File: config.mk
export PLATFORM = sky130hd
export DESIGN_NAME = crop_mirror_normalize_pixels_top
export DESIGN_NICKNAME = d
export VERILOG_FILES = /design/src/rtl/cmn_pkg.sv /design/src/rtl/crop_mirror_normalize_pixels_top.sv /design/src/rtl/cmn_cfg_regs.sv
export SDC_FILE = /design/constraint.sdc
export NUM_CORES = 2
export LEC_CHECK = 0
export BUFFER_PORTS_ARGS = -buffer_cell sky130_fd_sc_hd__buf_4
export CAP_MARGIN = 20
export CORE_ASPECT_RATIO = 1.25
export CORE_MARGIN = 2
export CORE_UTILIZATION = 48
export DETAILED_ROUTE_END_ITERATION = 7
export PLACE_DENSITY_LB_ADDON = 0.25
export SYNTH_ARGS = -nofsm -noshare
export SYNTH_HDL_FRONTEND = slang
export SYNTH_SLANG_ARGS = --single-unit
File: constraint.sdc
create_clock -name clk -period 8.98 [get_ports clk]
set_input_delay 0.898 -clock clk [delete_from_list [all_inputs] [get_ports clk]]
set_output_delay 0.898 -clock clk [all_outputs]
set_load 0.005 [all_outputs]
File: src/rtl/cmn_pkg.sv
// Shared types, constants and helpers for the crop / mirror / normalize block.
// Used by cmn_cfg_regs and crop_mirror_normalize_pixels_top; no dependencies.
package cmn_pkg;

    // Largest image or window dimension handled
    localparam int MAX_DIM   = 1024;
    localparam int DIM_W     = $clog2(MAX_DIM) + 1;   // holds MAX_DIM itself
    localparam int COORD_W   = $clog2(MAX_DIM);       // row / column index
    localparam int PLANE_W   = 2 * COORD_W + 1;       // window area, up to MAX_DIM^2
    localparam int STRIDE_W  = DIM_W + 1;             // window width times channels
    localparam int OFFSET_W  = 22;

    localparam int POS_W     = 17;
    localparam logic [POS_W-1:0] POS_ONE = 17'h10000;

    localparam int CFG_DATA_W = 48;
    localparam int CFG_IDX_W  = 3;

    // Pipeline depth of the datapath
    localparam int NSTG = 6;

    // Register file indexes
    typedef enum logic [CFG_IDX_W-1:0] {
        REG_CROP_POS_ROW  = 3'd0,
        REG_CROP_POS_COL  = 3'd1,
        REG_WINDOW_HEIGHT = 3'd2,
        REG_WINDOW_WIDTH  = 3'd3,
        REG_COLOR_MODE    = 3'd4,
        REG_PLANAR_LAYOUT = 3'd5,
        REG_MEAN_WORDS    = 3'd6,
        REG_INV_STD_WORDS = 3'd7
    } cfg_index_t;

    // Reset values
    localparam logic [POS_W-1:0]      RST_CROP_POS   = 17'd32768;
    localparam logic [DIM_W-1:0]      RST_WINDOW_DIM = 11'd224;
    localparam logic [CFG_DATA_W-1:0] RST_MEAN_WORDS = 48'h0;
    localparam logic [CFG_DATA_W-1:0] RST_INV_WORDS  = 48'h1000_1000_1000;

    // Channel codes
    localparam logic [1:0] CH_0 = 2'd0;
    localparam logic [1:0] CH_1 = 2'd1;
    localparam logic [1:0] CH_2 = 2'd2;

    // Derived configuration seen by the datapath
    typedef struct packed {
        logic [DIM_W-1:0]    wh;        // clamped window height
        logic [DIM_W-1:0]    ww;        // clamped window width
        logic [POS_W-1:0]    pos_row;   // clamped to 1.0
        logic [POS_W-1:0]    pos_col;
        logic                three;     // three channels
        logic                planar;    // CHW order
        logic [CFG_DATA_W-1:0] mean_words;
        logic [CFG_DATA_W-1:0] inv_words;
        logic [PLANE_W-1:0]  plane;     // wh * ww
        logic [STRIDE_W-1:0] stride;    // row stride of the offset
    } cfg_t;

    function automatic logic [DIM_W-1:0] clamp_dim(input logic [DIM_W-1:0] v);
        logic [DIM_W-1:0] lim;
        lim = DIM_W'(MAX_DIM);
        return (v > lim) ? lim : v;
    endfunction

endpackage

File: src/rtl/crop_mirror_normalize_pixels_top.sv
// Crop / mirror / normalize of one interleaved image element per transfer.
// Depends on cmn_pkg and cmn_cfg_regs.
//
//  Channel | Handshake          | Payload
//  --------+--------------------+------------------------------------------------
//  input   | in_valid/in_stall  | pixel_value row col channel image_height
//          |                    | image_width mirror
//  output  | out_valid/out_stall| elem_offset norm_value fault
//  config  | cfg_we             | cfg_index cfg_data (write only)
//
// Six register stages: input capture, clamp/subtract, multiply, window test
// and rounding, offset products, offset sum into the output register.
// One element per cycle while the output is not stalled.
// Elements outside the window or with an unused channel leave as bubbles.
// Reset clears the stage valid bits and restores the register defaults.
// out_stall holds a full stage only while all later stages are full; empty stages still fill.
module crop_mirror_normalize_pixels_top (
    input  logic                           clk,
    input  logic                           rst_n,
    input  logic                           cfg_we,
    input  logic [cmn_pkg::CFG_IDX_W-1:0]  cfg_index,
    input  logic [cmn_pkg::CFG_DATA_W-1:0] cfg_data,
    input  logic                           in_valid,
    output logic                           in_stall,
    input  logic [7:0]                     pixel_value,
    input  logic [9:0]                     row,
    input  logic [9:0]                     col,
    input  logic [1:0]                     channel,
    input  logic [10:0]                    image_height,
    input  logic [10:0]                    image_width,
    input  logic                           mirror,
    output logic                           out_valid,
    input  logic                           out_stall,
    output logic [21:0]                    elem_offset,
    output logic signed [15:0]             norm_value,
    output logic                           fault
);
    import cmn_pkg::*;

    cfg_t cfg;

    cmn_cfg_regs u_cfg (
        .clk       (clk),
        .rst_n     (rst_n),
        .cfg_we    (cfg_we),
        .cfg_index (cfg_index),
        .cfg_data  (cfg_data),
        .cfg       (cfg)
    );

    // Stage valid bits and advance enables
    logic [NSTG-1:0] v_reg;
    logic [NSTG-1:0] v_next;
    logic [NSTG-1:0] adv;

    // Stage 0: captured inputs
    logic [7:0]         s0_pix_reg;
    logic [COORD_W-1:0] s0_row_reg, s0_col_reg;
    logic [1:0]         s0_ch_reg;
    logic [DIM_W-1:0]   s0_ih_reg, s0_iw_reg;
    logic               s0_mir_reg;

    // Stage 1: clamps, slack, mean subtract
    logic               s1_fault_reg, s1_fault_next;
    logic               s1_chok_reg, s1_chok_next;
    logic [DIM_W-1:0]   s1_slr_reg, s1_slr_next;
    logic [DIM_W-1:0]   s1_slc_reg, s1_slc_next;
    logic signed [16:0] s1_d_reg, s1_d_next;
    logic [15:0]        s1_inv_reg, s1_inv_next;
    logic [1:0]         s1_ch_reg;
    logic [COORD_W-1:0] s1_row_reg, s1_col_reg;
    logic               s1_mir_reg;
    logic [OFFSET_W-1:0] s1_chp_reg, s1_chp_next;
    logic [15:0]        mean_sel;
    logic [DIM_W-1:0]   ih_c, iw_c;

    // Stage 2: products
    logic [DIM_W-1:0]   s2_oy_reg, s2_oy_next;
    logic [DIM_W-1:0]   s2_ox_reg, s2_ox_next;
    logic signed [32:0] s2_p_reg, s2_p_next;
    logic               s2_fault_reg, s2_chok_reg, s2_mir_reg;
    logic [1:0]         s2_ch_reg;
    logic [COORD_W-1:0] s2_row_reg, s2_col_reg;
    logic [OFFSET_W-1:0] s2_chp_reg;
    logic [DIM_W+POS_W-1:0] oy_prod, ox_prod;
    logic signed [33:0] p_prod;

    // Stage 3: window test, mirror, rounding
    logic               s3_fault_reg;
    logic [COORD_W-1:0] s3_oh_reg, s3_oh_next;
    logic [COORD_W-1:0] s3_ow_reg, s3_ow_next;
    logic signed [15:0] s3_q_reg, s3_q_next;
    logic [1:0]         s3_ch_reg;
    logic [OFFSET_W-1:0] s3_chp_reg;
    logic               keep;
    logic [DIM_W:0]     rr, cc;
    logic [DIM_W-1:0]   owm;
    logic signed [33:0] rnd;
    logic signed [33:0] shq;

    // Stage 4: offset terms
    logic               s4_fault_reg;
    logic signed [15:0] s4_q_reg;
    logic [OFFSET_W-1:0] s4_rowt_reg, s4_rowt_next;
    logic [OFFSET_W-1:0] s4_base_reg, s4_base_next;

    // Stage 5: output register
    logic               s5_fault_reg;
    logic signed [15:0] s5_q_reg;
    logic [OFFSET_W-1:0] s5_off_reg, s5_off_next;

    // Advance chain: a stage moves when empty or when its successor moves
    always_comb
    begin
        adv[NSTG-1] = !v_reg[NSTG-1] || !out_stall;
        for (int k = NSTG - 2; k >= 0; k--)
            adv[k] = !v_reg[k] || adv[k+1];
    end

    assign in_stall = !adv[0];

    always_comb
    begin
        v_next[0] = in_valid;
        v_next[1] = v_reg[0];
        v_next[2] = v_reg[1];
        v_next[3] = v_reg[2] && keep;
        v_next[4] = v_reg[3];
        v_next[5] = v_reg[4];
    end

    always_ff @(posedge clk or negedge rst_n)
    begin
        if (!rst_n)
            v_reg <= '0;
        else
        begin
            for (int k = 0; k < NSTG; k++)
                if (adv[k])
                    v_reg[k] <= v_next[k];
        end
    end

    // Stage 1 logic: clamp, size check, slack, mean subtract, channel plane
    always_comb
    begin
        ih_c = clamp_dim(s0_ih_reg);
        iw_c = clamp_dim(s0_iw_reg);
        s1_fault_next = (ih_c < cfg.wh) || (iw_c < cfg.ww);
        s1_chok_next  = cfg.three ? (s0_ch_reg != 2'd3) : (s0_ch_reg == CH_0);
        s1_slr_next   = ih_c - cfg.wh;
        s1_slc_next   = iw_c - cfg.ww;
        unique case (s0_ch_reg)
            CH_0:
            begin
                mean_sel    = cfg.mean_words[15:0];
                s1_inv_next = cfg.inv_words[15:0];
                s1_chp_next = '0;
            end
            CH_1:
            begin
                mean_sel    = cfg.mean_words[31:16];
                s1_inv_next = cfg.inv_words[31:16];
                s1_chp_next = {1'b0, cfg.plane};
            end
            CH_2:
            begin
                mean_sel    = cfg.mean_words[47:32];
                s1_inv_next = cfg.inv_words[47:32];
                s1_chp_next = {cfg.plane, 1'b0};
            end
            default:
            begin
                mean_sel    = '0;
                s1_inv_next = '0;
                s1_chp_next = '0;
            end
        endcase
        s1_d_next = $signed({1'b0, s0_pix_reg, 8'h00}) - $signed({1'b0, mean_sel});
    end

    // Stage 2 logic: crop origins and scaling product
    always_comb
    begin
        oy_prod    = {{POS_W{1'b0}}, s1_slr_reg} * {{DIM_W{1'b0}}, cfg.pos_row};
        ox_prod    = {{POS_W{1'b0}}, s1_slc_reg} * {{DIM_W{1'b0}}, cfg.pos_col};
        s2_oy_next = oy_prod[16 +: DIM_W];
        s2_ox_next = ox_prod[16 +: DIM_W];
        p_prod     = 34'(s1_d_reg) * 34'($signed({1'b0, s1_inv_reg}));
        s2_p_next  = p_prod[32:0];
    end

    // Stage 3 logic: window test, output row/column, round and saturate
    always_comb
    begin
        rr = {2'b00, s2_row_reg} - {1'b0, s2_oy_reg};
        cc = {2'b00, s2_col_reg} - {1'b0, s2_ox_reg};
        keep = s2_fault_reg ||
               (s2_chok_reg && !rr[DIM_W] && (rr[DIM_W-1:0] < cfg.wh) &&
                !cc[DIM_W] && (cc[DIM_W-1:0] < cfg.ww));
        s3_oh_next = rr[COORD_W-1:0];
        owm = cfg.ww - DIM_W'(1) - cc[DIM_W-1:0];
        s3_ow_next = s2_mir_reg ? owm[COORD_W-1:0] : cc[COORD_W-1:0];
        // nearest, ties toward plus infinity: floor((p + 2048) / 4096)
        rnd = {s2_p_reg[32], s2_p_reg} + 34'sd2048;
        shq = rnd >>> 12;
        priority if (shq > 34'sd32767)
            s3_q_next = 16'sh7FFF;
        else if (shq < -34'sd32768)
            s3_q_next = -16'sh8000;
        else
            s3_q_next = shq[15:0];
    end

    // Stage 4 logic: row term and column/channel base
    always_comb
    begin
        s4_rowt_next = {{(OFFSET_W-COORD_W){1'b0}}, s3_oh_reg} *
                       {{(OFFSET_W-STRIDE_W){1'b0}}, cfg.stride};
        if (cfg.planar)
            s4_base_next = s3_chp_reg + {{(OFFSET_W-COORD_W){1'b0}}, s3_ow_reg};
        else if (cfg.three)
            s4_base_next = {{(OFFSET_W-COORD_W-1){1'b0}}, s3_ow_reg, 1'b0}
                         + {{(OFFSET_W-COORD_W){1'b0}}, s3_ow_reg}
                         + {{(OFFSET_W-2){1'b0}}, s3_ch_reg};
        else
            s4_base_next = {{(OFFSET_W-COORD_W){1'b0}}, s3_ow_reg}
                         + {{(OFFSET_W-2){1'b0}}, s3_ch_reg};
    end

    // Stage 5 logic: final offset, wraps to the port width
    assign s5_off_next = s4_rowt_reg + s4_base_reg;

    // Payload registers
    always_ff @(posedge clk)
    begin
        if (adv[0])
        begin
            s0_pix_reg <= pixel_value;
            s0_row_reg <= row;
            s0_col_reg <= col;
            s0_ch_reg  <= channel;
            s0_ih_reg  <= image_height;
            s0_iw_reg  <= image_width;
            s0_mir_reg <= mirror;
        end
        if (adv[1])
        begin
            s1_fault_reg <= s1_fault_next;
            s1_chok_reg  <= s1_chok_next;
            s1_slr_reg   <= s1_slr_next;
            s1_slc_reg   <= s1_slc_next;
            s1_d_reg     <= s1_d_next;
            s1_inv_reg   <= s1_inv_next;
            s1_ch_reg    <= s0_ch_reg;
            s1_row_reg   <= s0_row_reg;
            s1_col_reg   <= s0_col_reg;
            s1_mir_reg   <= s0_mir_reg;
            s1_chp_reg   <= s1_chp_next;
        end
        if (adv[2])
        begin
            s2_oy_reg    <= s2_oy_next;
            s2_ox_reg    <= s2_ox_next;
            s2_p_reg     <= s2_p_next;
            s2_fault_reg <= s1_fault_reg;
            s2_chok_reg  <= s1_chok_reg;
            s2_mir_reg   <= s1_mir_reg;
            s2_ch_reg    <= s1_ch_reg;
            s2_row_reg   <= s1_row_reg;
            s2_col_reg   <= s1_col_reg;
            s2_chp_reg   <= s1_chp_reg;
        end
        if (adv[3])
        begin
            s3_fault_reg <= s2_fault_reg;
            s3_oh_reg    <= s3_oh_next;
            s3_ow_reg    <= s3_ow_next;
            s3_q_reg     <= s3_q_next;
            s3_ch_reg    <= s2_ch_reg;
            s3_chp_reg   <= s2_chp_reg;
        end
        if (adv[4])
        begin
            s4_fault_reg <= s3_fault_reg;
            s4_q_reg     <= s3_q_reg;
            s4_rowt_reg  <= s4_rowt_next;
            s4_base_reg  <= s4_base_next;
        end
        if (adv[5])
        begin
            s5_fault_reg <= s4_fault_reg;
            s5_q_reg     <= s4_q_reg;
            s5_off_reg   <= s5_off_next;
        end
    end

    // Output ports; a size fault forces offset and value to zero
    assign out_valid   = v_reg[NSTG-1];
    assign fault       = s5_fault_reg;
    assign elem_offset = s5_fault_reg ? '0 : s5_off_reg;
    assign norm_value  = s5_fault_reg ? '0 : s5_q_reg;

    // Assertions
    a_stall_from_out: assert property (@(posedge clk) disable iff (!rst_n)
        in_stall |-> (out_stall && out_valid))
        else $error("input stalled without a stalled output");

    a_fault_zero: assert property (@(posedge clk) disable iff (!rst_n)
        (out_valid && fault) |-> (elem_offset == '0 && norm_value == '0))
        else $error("fault result carries nonzero payload");

    a_offset_in_image: assert property (@(posedge clk) disable iff (!rst_n)
        (out_valid && !fault) |->
            ({2'b00, elem_offset} < ({3'b000, cfg.plane} +
             (cfg.three ? {2'b00, cfg.plane, 1'b0} : 24'd0))))
        else $error("offset beyond the output image");

    a_drop_only_at_window: assert property (@(posedge clk) disable iff (!rst_n)
        (v_reg[2] && s2_fault_reg && adv[3]) |=> v_reg[3])
        else $error("size fault element dropped");

endmodule

File: src/rtl/cmn_cfg_regs.sv
// Configuration register file for crop / mirror / normalize, plus the
// derived values (clamped sizes, window area, row stride). Depends on cmn_pkg.
module cmn_cfg_regs (
    input  logic                          clk,
    input  logic                          rst_n,
    input  logic                          cfg_we,
    input  logic [cmn_pkg::CFG_IDX_W-1:0] cfg_index,
    input  logic [cmn_pkg::CFG_DATA_W-1:0] cfg_data,
    output cmn_pkg::cfg_t                 cfg
);
    import cmn_pkg::*;

    logic [POS_W-1:0]      pos_row_reg;
    logic [POS_W-1:0]      pos_col_reg;
    logic [DIM_W-1:0]      wh_reg;
    logic [DIM_W-1:0]      ww_reg;
    logic                  color_reg;
    logic                  planar_reg;
    logic [CFG_DATA_W-1:0] mean_reg;
    logic [CFG_DATA_W-1:0] inv_reg;

    logic [DIM_W-1:0]      wh_c;
    logic [DIM_W-1:0]      ww_c;
    logic [2*DIM_W-1:0]    area;

    // Register writes
    always_ff @(posedge clk or negedge rst_n)
    begin
        if (!rst_n)
        begin
            pos_row_reg <= RST_CROP_POS;
            pos_col_reg <= RST_CROP_POS;
            wh_reg      <= RST_WINDOW_DIM;
            ww_reg      <= RST_WINDOW_DIM;
            color_reg   <= 1'b1;
            planar_reg  <= 1'b1;
            mean_reg    <= RST_MEAN_WORDS;
            inv_reg     <= RST_INV_WORDS;
        end
        else if (cfg_we)
        begin
            unique case (cfg_index_t'(cfg_index))
                REG_CROP_POS_ROW:  pos_row_reg <= cfg_data[POS_W-1:0];
                REG_CROP_POS_COL:  pos_col_reg <= cfg_data[POS_W-1:0];
                REG_WINDOW_HEIGHT: wh_reg      <= cfg_data[DIM_W-1:0];
                REG_WINDOW_WIDTH:  ww_reg      <= cfg_data[DIM_W-1:0];
                REG_COLOR_MODE:    color_reg   <= cfg_data[0];
                REG_PLANAR_LAYOUT: planar_reg  <= cfg_data[0];
                REG_MEAN_WORDS:    mean_reg    <= cfg_data;
                REG_INV_STD_WORDS: inv_reg     <= cfg_data;
                default:           ;
            endcase
        end
    end

    // Derived values; combinational from the registers, so later transfers see them
    always_comb
    begin
        wh_c = clamp_dim(wh_reg);
        ww_c = clamp_dim(ww_reg);
        area = {{DIM_W{1'b0}}, wh_c} * {{DIM_W{1'b0}}, ww_c};

        cfg.wh         = wh_c;
        cfg.ww         = ww_c;
        cfg.pos_row    = (pos_row_reg > POS_ONE) ? POS_ONE : pos_row_reg;
        cfg.pos_col    = (pos_col_reg > POS_ONE) ? POS_ONE : pos_col_reg;
        cfg.three      = color_reg;
        cfg.planar     = planar_reg;
        cfg.mean_words = mean_reg;
        cfg.inv_words  = inv_reg;
        cfg.plane      = area[PLANE_W-1:0];
        // planar: stride is the width; interleaved: width times channel count
        if (planar_reg || !color_reg)
            cfg.stride = {1'b0, ww_c};
        else
            cfg.stride = {ww_c, 1'b0} + {1'b0, ww_c};
    end

endmodule
## Word level (Yosys, flattened, before mapping)

Cells that the tools add are included.

| storage, ports and cells | value |
|---|---|
| latch bits | 0 |
| input port bits | 109 |
| memory bits (writable) | 0 |
| output and inout bits | 41 |
| memories kept | 0 |
| bits in registers | 578 |
| word-level logic and storage cells | 148 |
| bits in read-only memories | 0 |

| operators by class | value |
|---|---|
| divide/modulo/power cells | 0 |
| magnitude comparators | 12 |
| shift-type cells | 0 |
| equality and inequality tests | 10 |
| mux-type cells | 17 |
| multiply operators | 5 |
| bitwise logic cells | 0 |
| $add $sub $neg | 14 |
| reduce and logical (&&, ||, !) cells | 35 |

Operator list:

| cell | number |
|---|---|
| $pmux W16 S3 | 2 |
| $mul A11 B17 Y27 | 2 |
| $gt A11 B11 Y1 const B | 4 |
| $lt A11 B11 Y1 | 4 |
| $mux W11 | 4 |
| $mux W22 | 2 |
| $pmux W22 S2 | 1 |
| $add A33 B13 Y34 const B | 1 |
| $gt A17 B17 Y1 const B | 2 |
| $mux W17 | 2 |
| $mul A17 B17 Y33 | 1 |
| $mux W16 | 2 |
| $sub A10 B11 Y12 | 2 |
| $add A22 B10 Y22 | 1 |
| $add A22 B22 Y22 | 1 |
| $gt A22 B16 Y1 const B | 1 |
| $lt A22 B16 Y1 const B | 1 |
| $mul A10 B12 Y22 | 1 |
| $sub A11 B11 Y11 | 2 |
| $mul A11 B11 Y21 | 1 |
| $sub A16 B16 Y17 | 1 |
| $reduce_and A2 Y1 | 8 |
| $add A12 B2 Y13 | 1 |
| $mux W13 | 1 |
| 19 further kinds | 45 |

## Logic depth before layout (Yosys ltp)

| depth | value |
|---|---|
| word-level depth | 8 |
| depth in mapped cells | 33 |

## By module

A second synthesis with hierarchy kept.

| unflattened totals | value |
|---|---|
| cells, all modules | 5217 |
| area, all modules | 54576.1 um^2 |

Modules (own cells, without submodules):

| module | area an instance (um^2) | cells each | instances |
|---|---|---|---|
| crop_mirror_normalize_pixels_top | 43973.4 | 4241 | 1 |
| cmn_cfg_regs | 10602.7 | 976 | 1 |

## Worst setup path before layout

No wires, ideal clock.

| timing | value |
|---|---|
| kind | register to register |
| start point | register u_cfg.ww_reg[10] |
| end point | register s4_rowt_reg[16], data pin |
| path slack | 1.584 ns |
| library setup time | 0.258 ns |
| clock period less this slack | 7.396 ns |
| data required time | 8.722 ns |
| cell stages (with the launch flop) | 31 |
| arrival time | 7.139 ns |
| cells stage by stage | dfrtp_1 buf_2 inv_1 buf_2 nand2_1 inv_1 clkbuf_1 ha_1 ha_1 o21a_1 o22ai_1 o41ai_2 xnor2_1 o21ai_1 nand2_1 fa_1 inv_1 fa_1 fa_1 inv_1 fa_1 fa_1 inv_1 ha_1 or3_1 nor3_1 o311ai_0 a21oi_1 o21ai_0 a21oi_1 xnor2_1 |

| on the way | value |
|---|---|
| word-level cells in the longest chain between the ends | 5 |

RTL lines:

| what | line | source |
|---|---|---|
| start: declaration | cmn_cfg_regs.sv:16 | `logic [DIM_W-1:0] ww_reg;` |
| start signal: assignment | cmn_cfg_regs.sv:46 | `REG_WINDOW_WIDTH: ww_reg <= cfg_data[DIM_W-1:0];` |
| $gt A11 B11 Y1 | cmn_pkg.sv:62 | `return (v > lim) ? lim : v;` |
| $mux W11 * | cmn_pkg.sv:62 |  |
| $add A12 B11 Y12 | cmn_cfg_regs.sv:76 | `cfg.stride = {ww_c, 1'b0} + {1'b0, ww_c};` |
| $mux W12 * | cmn_cfg_regs.sv:73 | `if (planar_reg \|\| !color_reg)` |
| $mul A10 B12 Y22 * | crop_mirror_normalize_pixels_top.sv:218 | `s4_rowt_next = {{(OFFSET_W-COORD_W){1'b0}}, s3_oh_reg} *` |
| via s4_rowt_next[16] | crop_mirror_normalize_pixels_top.sv:104 | `logic [OFFSET_W-1:0] s4_rowt_reg, s4_rowt_next;` |
| end signal: assignment | crop_mirror_normalize_pixels_top.sv:287 | `s4_rowt_reg <= s4_rowt_next;` |
| end: declaration | crop_mirror_normalize_pixels_top.sv:104 |  |

Mark *: on every way through the listed nets, which the timed path passes. The rest lies on a longest branch.
A chain may end at the register's enable or synchronous reset.

## Final worst setup path

Ends and elaborated chain as after synthesis.

==> impl_metrics.py <==
metrics = {
    "clock_network": {
        "cts.htree.levels": 2,
        "cts_hold_buf": 0,
        "post-cts-setup-buffers": 0,
        "tritoncts": "done",
        "clock_latency_ns": 0.65,
        "cts_buffer_depth": 3,
        "clock-root-buffer": "clkbuf_16",
        "clock-sinks": 567,
        "cts_resized": 0,
        "cts_inserted_buffers": 57,
        "cts.reportedPaths.clkPinSlew_ns": 0.06,
    },
    "timing": {
        "max_slew_margin_pct": 24.8,
        "setup_viol": 0,
        "slew_violations": 0,
        "rsz0062_at_grt": "false",
        "skew_ns": 0.0365,
        "max_freq_mhz": 122,
        "hold_viol_final": 0,
        "period_share_pct": 91.0,
        "tns_ns": 0,
        "min_period_ns": 8.17,
        "tightestPinTransition_ns": 1.13,
    },
    "route": {
        "dr.pass1.iters": 6,
        "postRouteAntennaNets": 0,
        "drt_iter0_markers": 2061,
        "wl_per_cell_um": 19.2,
        "vias_per_cell": 5.40,
        "drt_wl_total_um": 130000,
        "drc": 0,
        "vias": 36363,
    },
    "setup_path": {
        "max_stage_delay_ns": 0.56,
        "cp-start-kind": "flop",
        "cp_common_cell": "fa_1",
        "rrSetupSlack_ns": 0.81,
        "startpoint": "u_cfg.ww_reg[10]$_DFFE_PN0P_",
        "endpoint": "s4_rowt_reg[16]$_DFFE_PP_",
        "critPathSlowestCell": "fa_1",
        "cp.required_ns": 9.37,
        "end_kind": "flop",
        "cp_max_fo": 13,
        "r2r-end": "s4_rowt_reg[16]$_DFFE_PP_",
        "path_class": "flop to flop",
        "crit_arrival_ns": 8.56,
        "r2r_start": "u_cfg.ww_reg[10]$_DFFE_PN0P_",
        "worstRegToRegCells": 25,
    },
    "placed_design": {
        "dp_hpwl_um": 102000,
        "portBuffers": 149,
        "gp_congestion": 0.926,
    },
    "floorplan": {
        "die-area_mm2": 0.116,
        "die_h_um": 381,
        "num_rows": 138,
        "core_mm2": 0.113,
        "start_util_pct": 48.3,
        "io_pins": 150,
        "die_width_um": 305,
    },
    "synthesis": {
        "ys_ff_latch": 567,
        "yosysTopAreaCellShare_pct": 25.8,
        "synth_top_area_cell": "fa_1",
        "synthArstFlopShare_pct": 28.2,
        "postSynthAreaPerCell_um2": 10.6,
        "synth_area_mm2": 0.0545,
        "synth_edf_count": 407,
        "syn_inst": 5156,
        "synthFlopType": "edfxtp_1",
        "yosysSeqAreaShare_pct": 29.8,
        "syn-num-nets": 6424,
        "yosys-top-cells-count": "inv_1 (842), fa_1 (702), nand2_1 (630)",
        "synth.distinct_cells": 96,
        "post-synth-top-count-cell": "inv_1",
        "yosysWarnings": 0,
        "ys_top_cells_by_area": "fa_1 (26%), edfxtp_1 (22%), ha_1 (10%)",
    },
    "finish": {
        "nNetsFinal": 6477,
        "area_growth_syn_to_layout_pct": 8.38,
        "final_layout_size_suffix_gt1_share_pct": 9.68,
        "fillers": 10106,
    },
    "grt": {
        "grt.total_usage_pct": 23.0,
        "grt_pass1_vias": 38867,
        "antenna_found_initial": 3,
        "grt_remaining_overflow": 0,
        "grt_pass1_wl_um": 210000,
        "grt_max_degree": 108,
    },
    "hold_path": {
        "hp-class": "primary input to asynchronous set/reset pin",
    },
    "flow_run": {
        "cap_violations": 0,
    },
    "outcome": {
        "status": "finished, final reports clean",
    },
}
-- placed cells by master (no fill, tap or decap), types with 132 or more instances in the layout --
master and n:
a21oi_1 132, dfrtp_1 147, buf_4 186, ha_1 457, nor2_1 162, fa_1 702, inv_1 840, xnor2_1 139
edfxtp_1 407, mux2_2 154, nand2_1 627, and2_1 282
-- cell type report --
class | instances | area, um^2 | share of cell area [%]
repair buffers | 189 | 1460 | 2.48
inverters | 845 | 3170 | 5.37
clock inverters | 37 | 412 | 0.697
diodes | 3 | 7.51 | 0.0127
clock buffers | 71 | 1550 | 2.63
flip-flops and latches | 567 | 16200 | 27.5
well taps | 1470 | 1840 | 3.11
multi-input cells | 3549 | 34400 | 58.2
-- metal layers --
layer | share of wire [%] | vias up | global-route usage [%]
met1 | 41 | 18440 | 28.9
met4 | 4.0 | 0 | 8.49
met5 | 0 | - | 0
li1 | - | 16842 | -
met3 | 4.2 | 234 | 2.12
met2 | 51 | 847 | 41.0
-- logic make-up after synthesis --
family | Yosys count | share of synthesized area (%)
xor gates and xnor gates | 206 | 3.31
muxes | 157 | 3.24
DFF | 567 | 29.8
buffers and inverters | 1040 | 7.19
adders and majority gates | 1164 | 36.4
AOI/OAI and AO/OA | 518 | 6.54
and+or+nand+nor | 1504 | 13.6
-- metrics by stage --
stage               cells  util, %  hold slack, ns  setup WS (ns)  area, um^2
floorplan            5156        -           0.400           1.58       54500
global placement     6618     50.5           0.402           1.03       57100
detailed placement   6618     50.5           0.405          0.820       57100
CTS                  6726     52.3           0.387          0.792       59000
global route         6729     52.3           0.400          0.328       59100
finish               6731     52.3           0.389          0.809       59100
-- how the worst min path moves through the flow --
stage	startpoint	end	slack [ns]	cells past startpoint
2_1_floorplan	s4_fault_reg$_DFFE_PP_	fault$_DFFE_PP_	0.40	0
3_3_place_gp	s2_chp_reg[9]$_DFFE_PP_	s3_chp_reg[9]$_DFFE_PP_	0.40	0
3_5_place_dp	s4_fault_reg$_DFFE_PP_	fault$_DFFE_PP_	0.40	0
4_1_cts	image_height[4]	s0_ih_reg[4]$_DFFE_PN_	0.39	1
5_1_grt	image_height[10]	s0_ih_reg[10]$_DFFE_PN_	0.40	1
6_report	rst_n	u_cfg.mean_reg[11]$_DFFE_PN0P_	0.39	1
-- worst max-delay path: cells and delay by family, from the launching register on --
kind | cells | cell delay [ns]
fa+ha+maj | 7 | 3.11
compound gates | 6 | 1.82
simple gates | 7 | 1.43
buf+inv | 3 | 0.95
flops | 1 | 0.38
xor+xnor | 2 | 0.22
Power is left out: the tool's default activity adds up to more than one toggle a clock period on the data nets, which glitch-free logic cannot reach.
